**src/ngss_pkg.sv**
```systemverilog
// Package for the nearest grid snap search core.
// Holds the shared sizes, command and kind codes, controller states and the
// command and status structs between the controller and the datapath.
`default_nettype none

package ngss_pkg;

   localparam int MAX_POINTS_DEF = 256;
   localparam int MAX_AXIS_SEGS_DEF = 64;
   localparam int MAX_LEVEL_SEGS_DEF = 64;

   localparam int COORD_W = 32;
   localparam int TOL_W = 31;
   localparam int DSQ_W = 64;
   localparam int IDX_OUT_W = 8;
   localparam int CSR_IDX_W = 2;

   localparam int DIFF_W = COORD_W + 1;
   localparam int MUL_W = COORD_W + 2;
   localparam int PROD_W = 2 * MUL_W;
   localparam int SQ_W = 2 * COORD_W + 2;
   localparam int DOT_W = PROD_W;
   localparam int T_W = 17;
   localparam int REM_W = SQ_W + 1;
   localparam int TSQ_W = 2 * TOL_W;
   localparam int DIV_STEPS = 16;

   localparam logic [SQ_W-1:0] DEGEN_LEN_SQ = SQ_W'(4295);
   localparam logic [T_W-1:0] T_ONE = T_W'(65536);

   typedef enum logic [2:0] {
      CMD_CLEAR      = 3'd0,
      CMD_LOAD_POINT = 3'd1,
      CMD_LOAD_AXIS  = 3'd2,
      CMD_LOAD_LEVEL = 3'd3,
      CMD_QUERY      = 3'd4
   } cmd_type;

   typedef enum logic [2:0] {
      KIND_NONE   = 3'd0,
      KIND_ORIGIN = 3'd1,
      KIND_POINT  = 3'd2,
      KIND_AXIS   = 3'd3,
      KIND_LEVEL  = 3'd4
   } kind_type;

   typedef enum logic [CSR_IDX_W-1:0] {
      CSR_ORIGIN_X = 2'd0,
      CSR_ORIGIN_Y = 2'd1,
      CSR_ORIGIN_Z = 2'd2
   } csr_type;

   typedef enum logic [2:0] {
      MUL_NONE, MUL_TOL, MUL_DIFF, MUL_VV, MUL_VW, MUL_VT
   } mul_op_type;

   typedef enum logic [1:0] {
      ACC_NONE, ACC_DIST, ACC_LEN, ACC_DOT
   } acc_op_type;

   typedef enum logic [3:0] {
      ST_IDLE, ST_DECODE, ST_ORG, ST_DIST, ST_CMP, ST_NEXT, ST_PT_RD, ST_PT_LD,
      ST_SEG_RD, ST_SEG_LD, ST_MAC, ST_CHK, ST_DIV, ST_PROJ, ST_FINISH
   } state_type;

   typedef struct packed {
      logic       capture;
      logic       exec;
      logic       best_clr;
      mul_op_type mul_op;
      logic [1:0] axis;
      acc_op_type acc_op;
      logic       tol_wr;
      logic       cand_org;
      logic       cand_pt;
      logic       dist_clr;
      logic       seg_ld;
      logic       t_zero;
      logic       t_one;
      logic       div_init;
      logic       div_step;
      logic       cand_proj;
      logic [1:0] wr_axis;
      logic       cmp_upd;
      kind_type   kind;
      logic       idx_clr;
      logic       idx_inc;
      logic       rd_en;
      logic       out_load;
   } dp_cmd_type;

   typedef struct packed {
      logic [2:0] cmd;
      logic       pt_nz;
      logic       ax_nz;
      logic       lv_nz;
      logic       pt_last;
      logic       ax_last;
      logic       lv_last;
      logic       degen;
      logic       dot_pos;
      logic       dot_ge_len;
      logic       best_have;
      logic       best_point;
   } dp_sts_type;

endpackage

`default_nettype wire

```
**src/ngss_ctrl.sv**
```systemverilog
// Controller state machine of the nearest grid snap search core.
// Sequences loads, the origin and point scan and the segment projections.
// Depends on ngss_pkg.
`default_nettype none

module ngss_ctrl (
   input  wire                     clock,
   input  wire                     reset,
   input  wire                     req_valid,
   output logic                    req_stall,
   output logic                    rsp_valid,
   input  wire                     rsp_stall,
   input  ngss_pkg::dp_sts_type    sts,
   output ngss_pkg::dp_cmd_type    cmd
);
   import ngss_pkg::*;

   state_type  state_ff, state_in;
   kind_type   kind_ff, kind_in;
   logic [3:0] cnt_ff, cnt_in;
   logic       rsp_valid_ff, rsp_valid_in;

   always_ff @(posedge clock) begin
      if (reset) begin
         state_ff <= ST_IDLE;
         kind_ff <= KIND_NONE;
         cnt_ff <= '0;
         rsp_valid_ff <= 1'b0;
      end else begin
         state_ff <= state_in;
         kind_ff <= kind_in;
         cnt_ff <= cnt_in;
         rsp_valid_ff <= rsp_valid_in;
      end
   end

   assign rsp_valid = rsp_valid_ff;

   always_comb begin
      state_in = state_ff;
      kind_in = kind_ff;
      cnt_in = cnt_ff;
      rsp_valid_in = rsp_valid_ff;
      req_stall = 1'b1;
      cmd = '0;
      cmd.mul_op = MUL_NONE;
      cmd.acc_op = ACC_NONE;
      cmd.kind = kind_ff;
      if (rsp_valid_ff && !rsp_stall) begin
         rsp_valid_in = 1'b0;
      end
      case (state_ff)
         ST_IDLE: begin
            req_stall = 1'b0;
            if (req_valid) begin
               cmd.capture = 1'b1;
               state_in = ST_DECODE;
            end
         end
         ST_DECODE: begin
            if (sts.cmd == CMD_QUERY) begin
               cmd.best_clr = 1'b1;
               cmd.mul_op = MUL_TOL;
               state_in = ST_ORG;
            end else begin
               cmd.exec = 1'b1;
               state_in = ST_FINISH;
            end
         end
         ST_ORG: begin
            cmd.tol_wr = 1'b1;
            cmd.cand_org = 1'b1;
            cmd.dist_clr = 1'b1;
            cmd.idx_clr = 1'b1;
            kind_in = KIND_ORIGIN;
            cnt_in = '0;
            state_in = ST_DIST;
         end
         ST_DIST: begin
            if (cnt_ff < 4'd3) begin
               cmd.mul_op = MUL_DIFF;
               cmd.axis = cnt_ff[1:0];
            end
            if (cnt_ff != 4'd0) begin
               cmd.acc_op = ACC_DIST;
            end
            if (cnt_ff == 4'd3) begin
               cnt_in = '0;
               state_in = ST_CMP;
            end else begin
               cnt_in = cnt_ff + 4'd1;
            end
         end
         ST_CMP: begin
            cmd.cmp_upd = 1'b1;
            state_in = ST_NEXT;
         end
         ST_NEXT: begin
            state_in = ST_FINISH;
            case (kind_ff)
               KIND_ORIGIN, KIND_POINT: begin
                  if (kind_ff == KIND_ORIGIN && sts.pt_nz) begin
                     cmd.idx_clr = 1'b1;
                     kind_in = KIND_POINT;
                     state_in = ST_PT_RD;
                  end else if (kind_ff == KIND_POINT && !sts.pt_last) begin
                     cmd.idx_inc = 1'b1;
                     state_in = ST_PT_RD;
                  end else if (sts.best_have && sts.best_point) begin
                     state_in = ST_FINISH;
                  end else if (sts.ax_nz) begin
                     cmd.idx_clr = 1'b1;
                     kind_in = KIND_AXIS;
                     state_in = ST_SEG_RD;
                  end else if (sts.lv_nz) begin
                     cmd.idx_clr = 1'b1;
                     kind_in = KIND_LEVEL;
                     state_in = ST_SEG_RD;
                  end
               end
               KIND_AXIS: begin
                  if (!sts.ax_last) begin
                     cmd.idx_inc = 1'b1;
                     state_in = ST_SEG_RD;
                  end else if (sts.lv_nz) begin
                     cmd.idx_clr = 1'b1;
                     kind_in = KIND_LEVEL;
                     state_in = ST_SEG_RD;
                  end
               end
               KIND_LEVEL: begin
                  if (!sts.lv_last) begin
                     cmd.idx_inc = 1'b1;
                     state_in = ST_SEG_RD;
                  end
               end
               default: begin
                  state_in = ST_FINISH;
               end
            endcase
         end
         ST_PT_RD: begin
            cmd.rd_en = 1'b1;
            state_in = ST_PT_LD;
         end
         ST_PT_LD: begin
            cmd.cand_pt = 1'b1;
            cmd.dist_clr = 1'b1;
            cnt_in = '0;
            state_in = ST_DIST;
         end
         ST_SEG_RD: begin
            cmd.rd_en = 1'b1;
            state_in = ST_SEG_LD;
         end
         ST_SEG_LD: begin
            cmd.seg_ld = 1'b1;
            cnt_in = '0;
            state_in = ST_MAC;
         end
         ST_MAC: begin
            if (cnt_ff < 4'd6) begin
               cmd.mul_op = cnt_ff[0] ? MUL_VW : MUL_VV;
               cmd.axis = cnt_ff[2:1];
            end
            if (cnt_ff != 4'd0) begin
               cmd.acc_op = cnt_ff[0] ? ACC_LEN : ACC_DOT;
            end
            if (cnt_ff == 4'd6) begin
               cnt_in = '0;
               state_in = ST_CHK;
            end else begin
               cnt_in = cnt_ff + 4'd1;
            end
         end
         ST_CHK: begin
            cnt_in = '0;
            if (sts.degen) begin
               state_in = ST_NEXT;
            end else if (!sts.dot_pos) begin
               cmd.t_zero = 1'b1;
               state_in = ST_PROJ;
            end else if (sts.dot_ge_len) begin
               cmd.t_one = 1'b1;
               state_in = ST_PROJ;
            end else begin
               cmd.div_init = 1'b1;
               state_in = ST_DIV;
            end
         end
         ST_DIV: begin
            cmd.div_step = 1'b1;
            if (cnt_ff == 4'(DIV_STEPS - 1)) begin
               cnt_in = '0;
               state_in = ST_PROJ;
            end else begin
               cnt_in = cnt_ff + 4'd1;
            end
         end
         ST_PROJ: begin
            if (cnt_ff < 4'd3) begin
               cmd.mul_op = MUL_VT;
               cmd.axis = cnt_ff[1:0];
            end
            if (cnt_ff != 4'd0) begin
               cmd.cand_proj = 1'b1;
               cmd.wr_axis = 2'(cnt_ff - 4'd1);
            end
            if (cnt_ff == 4'd3) begin
               cmd.dist_clr = 1'b1;
               cnt_in = '0;
               state_in = ST_DIST;
            end else begin
               cnt_in = cnt_ff + 4'd1;
            end
         end
         ST_FINISH: begin
            if (!rsp_valid_ff || !rsp_stall) begin
               cmd.out_load = 1'b1;
               rsp_valid_in = 1'b1;
               state_in = ST_IDLE;
            end
         end
         default: begin
            state_in = ST_IDLE;
         end
      endcase
   end

endmodule

`default_nettype wire

```
**config.mk**
```make
export PLATFORM = sky130hd
export DESIGN_NAME = ngss_ctrl
export DESIGN_NICKNAME = d
export VERILOG_FILES = /design/src/ngss_pkg.sv /design/src/ngss_ctrl.sv
export SDC_FILE = /design/constraint.sdc
export NUM_CORES = 1
export LEC_CHECK = 0
export BUFFER_PORTS_ARGS = -buffer_cell sky130_fd_sc_hd__buf_2
export CAP_MARGIN = 0
export CORE_MARGIN = 10
export CORE_UTILIZATION = 45
export CTS_CLUSTER_SIZE = 30
export DETAILED_ROUTE_END_ITERATION = 6
export PLACE_DENSITY = 0.75
export SETUP_SLACK_MARGIN = 0.15
export SYNTH_ARGS = -nofsm -noshare
export SYNTH_HDL_FRONTEND = slang
export SYNTH_SLANG_ARGS = --single-unit
```
**constraint.sdc**
```tcl
create_clock -name clock -period 1.7 [get_ports clock]
set_clock_uncertainty 0.05 [all_clocks]
set_input_delay 0.17 -clock clock [delete_from_list [all_inputs] [get_ports clock]]
set_output_delay 0.17 -clock clock [all_outputs]
set_load 0.05 [all_outputs]
```
==> results.json, run 1 <==
{
  "rsz0062_at_grt": "true",
  "drc": 0,
  "core_area_um2": 3310,
  "ys_types": 64,
  "grt_usage": 0.223,
  "finalPower_uw": 4390,
  "power_density_nw_per_um2": 1440,
  "worstSetupEndpointType": "output port",
  "wl_per_cell_um": 26.0,
  "leakage_uw": 0.00123,
  "routed_wl_um": 9470,
  "first_iter_violations": 303,
  "synth.avg_cell_area_um2": 7.38,
  "cts_tree": "built",
  "ys_seq_area_frac": 0.156,
  "fin_util": 0.920,
  "relSlewSlack": 0.666,
  "synth_nets": 229,
  "gr-total-overflow": 0,
  "drv_slew": 0,
  "final-setup-viol-count": 36,
  "crit_chain": "buf_4 -> buf_4 -> nor2_2 -> and3_4 -> a221o_2 -> buf_4",
  "hold_path.class": "in -> reg",
  "cts.sink_count": 12,
  "criticalPathCategory": "reg -> out",
  "via_count": 2524,
  "fmax_mhz": 482,
  "rr_startpoint": "state_ff[2]",
  "rows": 21,
  "rr_endpoint": "cnt_ff[2]",
  "routabilityCongestion": 0.878,
  "fillers": 126,
  "cp_data_arrival_time_ns": 1.85,
  "finalCritPeriodShare": 1.22,
  "final_nets": 339,
  "worstMarginPinSlew_ns": 0.499,
  "vdd_drop_max_mv": 1.35,
  "crit_family": "buffers and inverters",
  "cts_max_level": 1,
  "dp_hpwl_um": 4180,
  "cap_violations": 0,
  "cp-endpoint": "cmd[24]",
  "antenna_left": 0,
  "syn_to_final_growth_pct": 97.6,
  "cp_max_fo": 11,
  "synth_warnings": 0,
  "reg2regPathDepth": 8,
  "io_pins": 50,
  "n_antenna_cell": 0,
  "status": "complete, but fails checks",
  "synth_seq_cells": 12,
  "startpoint": "state_ff[1]",
  "dieArea_um2": 6170,
  "synth_ff_type": "dfxtp_1",
  "clockBufferDepth": 2,
  "grt_max_degree": 19,
  "violations": "setup timing",
  "path_depth": 6,
  "syn-cell-area_um2": 1540,
  "synthArstFlopShare": 0,
  "drtPass1Iterations": 5,
  "synth_common_cells": "30 x nor2_1, 18 x a21oi_1, 14 x nand2_1",
  "clk_latency_ns": 0.29,
  "via_per_inst": 6.93,
  "die_h_um": 78.5,
  "drive_gt1_frac": 0.698,
  "critical_path.max_stage_delay_ns": 0.41,
  "synth.most_common_cell": "nor2_1",
  "ff2ff_setup_slack_ns": -0.35,
  "synth_cells": 209,
  "crit_required_ns": 1.48,
  "crit_path_top_delay_cell": "dfxtp_2",
  "synth_top_area_frac": 0.156,
  "port_buffers": 49,
  "cp.buffers_inverters": 3,
  "numCtsBuffers": 3,
  "grt_first_pass_wirelength_um": 11400,
  "clock-root-buffer": "clkbuf_4",
  "chipWidth_um": 78.5,
  "crit_top_cell": "buf_4",
  "period_needed_ns": 2.07,
  "fin_ws_ns": -0.373,
  "synth_top_cell_by_area": "dfxtp_1",
  "finalHoldViolCount": 0,
  "clk_pin_slew_ns": 0.08,
  "synth_edf_count": 0,
  "start_util": 0.466,
  "grt_pass1_vias": 2222,
  "antenna_found_initial": 0,
  "netlist_top_cells_area": "dfxtp_1 16%, nor2_1 7.3%, a21oi_1 5.8%",
  "cp-start-kind": "flip-flop"
}
-- worst min-delay path: stages --
cell and delay [ns]:
buf_2 0.14, nand3_2 0.07, a21oi_2 0.05
-- through the flow --
stage               worst slack (ns)  area, µm²  instances  hold slack (ns)  setup TNS (ns)
finish                        -0.373       3050        364            0.144           -6.58
global route                  -0.377       3050        364            0.140           -7.77
CTS                           -0.231       2750        348            0.109           -2.75
detailed placement           -0.0367       2200        322            0.410          -0.205
global placement            -0.00842       2200        322            0.418         -0.0255
floorplan                     -0.151       1780        209            0.192          -0.151
-- logic make-up (layout without fill, tap and decap cells) --
| family | after synthesis | in the layout | synth area share |
|---|---|---|---|
| AO/OA/AOI/OAI | 72 | 72 | 0.355 |
| XOR/XNOR | 1 | 1 | 0.00568 |
| adder cells (fa/ha/maj) | 2 | 2 | 0.0162 |
| buffers and inverters | 24 | 133 | 0.0836 |
| flip-flops | 12 | 12 | 0.156 |
| multiplexers | 4 | 4 | 0.0300 |
| AND/OR/NAND/NOR | 94 | 94 | 0.354 |
-- area by class of cell --
cell class,instances,area [µm²],share of cell area
multi-input combinational,173,1590,0.523
timing repair buffer,122,1070,0.353
sequential,12,269,0.0883
tap,46,57.6,0.0189
inverter,7,26.3,0.00862
clock buffer,3,22.5,0.00739
clock inverter,1,3.75,0.00123
-- flip-flops by register name (all words and copies together) (netlist names) --
name / flops
cnt_ff: 4
state_ff: 4
kind_ff: 3
rsp_valid: 1
-- report_power, final --
part	switching (µW)	internal, µW	total, µW
Clock	121	85.2	206
Combinational	2060	1650	3710
Sequential	118	358	476
-- how the worst min path moves through the flow --
stage	from	to	cells after the start
after floorplan	reset	cnt_ff[0]	1
after global placement	sts[8]	kind_ff[2]	3
after detailed placement	sts[8]	kind_ff[2]	3
after CTS	sts[8]	kind_ff[2]	3
after global routing	sts[8]	kind_ff[2]	3
final	sts[8]	kind_ff[2]	3
-- per-layer routing --
layer  wire length [µm]  vias up  GRT usage
met1               3310     1167      0.265
met2               4140      280      0.345
met3               1330       76     0.0820
li1                   -     1001          -
met4                689        0      0.111
met5                  0        -          0
-- placed cells by master, fill, tap and decap left out, drive strengths merged, types with 3 or more instances in the layout --
master,instances
a22o,3
or3b,3
a21o,4
nor4,3
clkbuf,3
nand3,4
nand2,14
o21ai,11
inv,7
a31oi,3
buf,122
or2,5
and3,4
nor2b,3
nor2,30
a211oi,5
a21oi,20
dfxtp,12
nor3,7
nand4bb,4
nand2b,6
o32ai,5
-- what timing repair did --
action	4_1_cts	5_1_grt
setup buffers	21	16
setup endpoints to repair	38	39
hold buffers	0	0
gates cloned	1	0
pin swaps	14	16
resized for setup	103	44
Note: power is estimated with default switching activity, not from simulation.
==> run 2: changes to the inputs <==
CORE_ASPECT_RATIO = 1.75   (was unset)
==> run 2 against run 1 <==
  * The run still ends with setup timing left
  * Clock power rose by 59%
  * Final cell count down 0.27%
  * Combinational power about the same
  * Sequential power up 3%
  * Critical path type unchanged
  * Critical endpoint is now cmd[23]
==> results.json, run 2 (synthesized netlist as in run 1, its figures left out) <==
{
  "crit_required_ns": 1.48,
  "fillers": 73,
  "vdd_drop_max_mv": 1.09,
  "cp_max_fo": 4,
  "syn_to_final_growth_pct": 107,
  "hold_path.class": "in -> reg",
  "gr-total-overflow": 0,
  "cts_tree": "built",
  "via_per_inst": 6.95,
  "grt_first_pass_wirelength_um": 11400,
  "relSlewSlack": 0.633,
  "fin_ws_ns": -0.292,
  "final_common_cell": "buf_4",
  "final-setup-viol-count": 30,
  "worstMarginPinSlew_ns": 0.549,
  "finalPower_uw": 4520,
  "fmax_mhz": 502,
  "cap_violations": 0,
  "rsz0062_at_grt": "true",
  "drc": 0,
  "ff2ff_setup_slack_ns": -0.22,
  "core_area_um2": 3330,
  "topRoutingLayerUsed": "met4",
  "drive_gt1_frac": 0.695,
  "first_iter_violations": 311,
  "rr_startpoint": "state_ff[1]",
  "grt_usage": 0.220,
  "clock-root-buffer": "clkbuf_8",
  "grt_pass1_vias": 2285,
  "reg_top3": "cnt_ff: 4 flops, state_ff: 4 flops, kind_ff: 3 flops",
  "clk_pin_slew_ns": 0.06,
  "dp_hpwl_um": 4490,
  "leakage_uw": 0.00127,
  "grt_max_degree": 22,
  "route.met2.wl_um": 5060,
  "clk_latency_ns": 0.26,
  "violations": "setup timing",
  "antenna_left": 0,
  "wl_met1_um": 3270,
  "cp_data_arrival_time_ns": 1.77,
  "final_nets": 339,
  "wl_per_cell_um": 28.4,
  "via_count": 2522,
  "rr_endpoint": "cnt_ff[2]",
  "dp_cells": 324,
  "cp-endpoint": "cmd[23]",
  "multi_input_area_um2": 1660,
  "wl_met3_um": 950,
  "routed_wl_um": 10300,
  "start_util": 0.463,
  "finalHoldViolCount": 0,
  "reg2regPathDepth": 7,
  "n_antenna_cell": 0,
  "cts_max_level": 1,
  "mostFrequentLayoutCells": "53 x buf_4, 28 x buf_6, 22 x buf_2",
  "period_needed_ns": 1.99,
  "routabilityCongestion": 0.861,
  "cp-start-kind": "flip-flop",
  "rows": 28,
  "antenna_found_initial": 0,
  "cts.sink_count": 12,
  "status": "complete, but fails checks",
  "startpoint": "state_ff[1]",
  "dieArea_um2": 6260,
  "drv_slew": 0,
  "pre_cts_ws_ns": -0.0515,
  "fin_cells": 363,
  "min_path_cells": 3,
  "register_area_um2": 274,
  "worst_hold_startpoint": "sts[8]",
  "finalCritPeriodShare": 1.17,
  "die_h_um": 97.4,
  "drtPass1Iterations": 5,
  "criticalPathCategory": "reg -> out",
  "holdWs_ns": 0.164,
  "clockBufferDepth": 2,
  "fin_util": 0.959,
  "chipWidth_um": 64.2,
  "worstSetupEndpointType": "output port",
  "port_buffers": 49,
  "power_density_nw_per_um2": 1410,
  "io_pins": 50,
  "numCtsBuffers": 3
}
[run 2: what timing repair did]
| action | in CTS | in global routing |
|---|---|---|
| buffers inserted | 16 | 18 |
| gates cloned | 0 | 1 |
| resized for setup | 107 | 50 |
| pin swaps | 22 | 19 |
| hold buffers | 0 | 0 |
| endpoints found under the setup margin | 39 | 39 |
[run 2: cell type report]
class,count,area share
Sequential cell,12,0.0858
Multi-Input combinational cell,173,0.518
Tap cell,45,0.0176
Inverter,7,0.00901
Timing Repair Buffer,122,0.352
Clock buffer,4,0.0172
[run 2: worst min path at each step]
stage | end | slack [ns]
floorplan | cnt_ff[0] | 0.19
global placement | kind_ff[2] | 0.42
detailed placement | kind_ff[2] | 0.42
CTS | kind_ff[2] | 0.16
global route | kind_ff[2] | 0.18
finish | kind_ff[2] | 0.16
[run 2: critical path: stages, from the launching register on]
cell      delay (ns)
dfxtp_4         0.37
nand4b_1        0.21
nand2_1         0.12
or4b_4          0.48
a21oi_4         0.16
buf_6           0.18
[run 2: stage by stage]
stage	area, µm²	setup TNS (ns)
after floorplan	1780	-0.151
after global placement	2240	-0.0739
after detailed placement	2240	-0.238
after CTS	2840	-1.02
after global routing	3190	-4.06
final	3190	-3.11
[run 2: report_power, final]
part	switching [µW]	total [µW]	internal (µW)
Combinational	2100	3700	1600
Clock	122	328	205
Sequential	128	491	364
[run 2: layer usage]
layer  vias up  global-route usage
met2       225               0.427
met5         -                   0
li1       1014                   -
met1      1179               0.203
met3       104              0.0346
met4         0               0.121
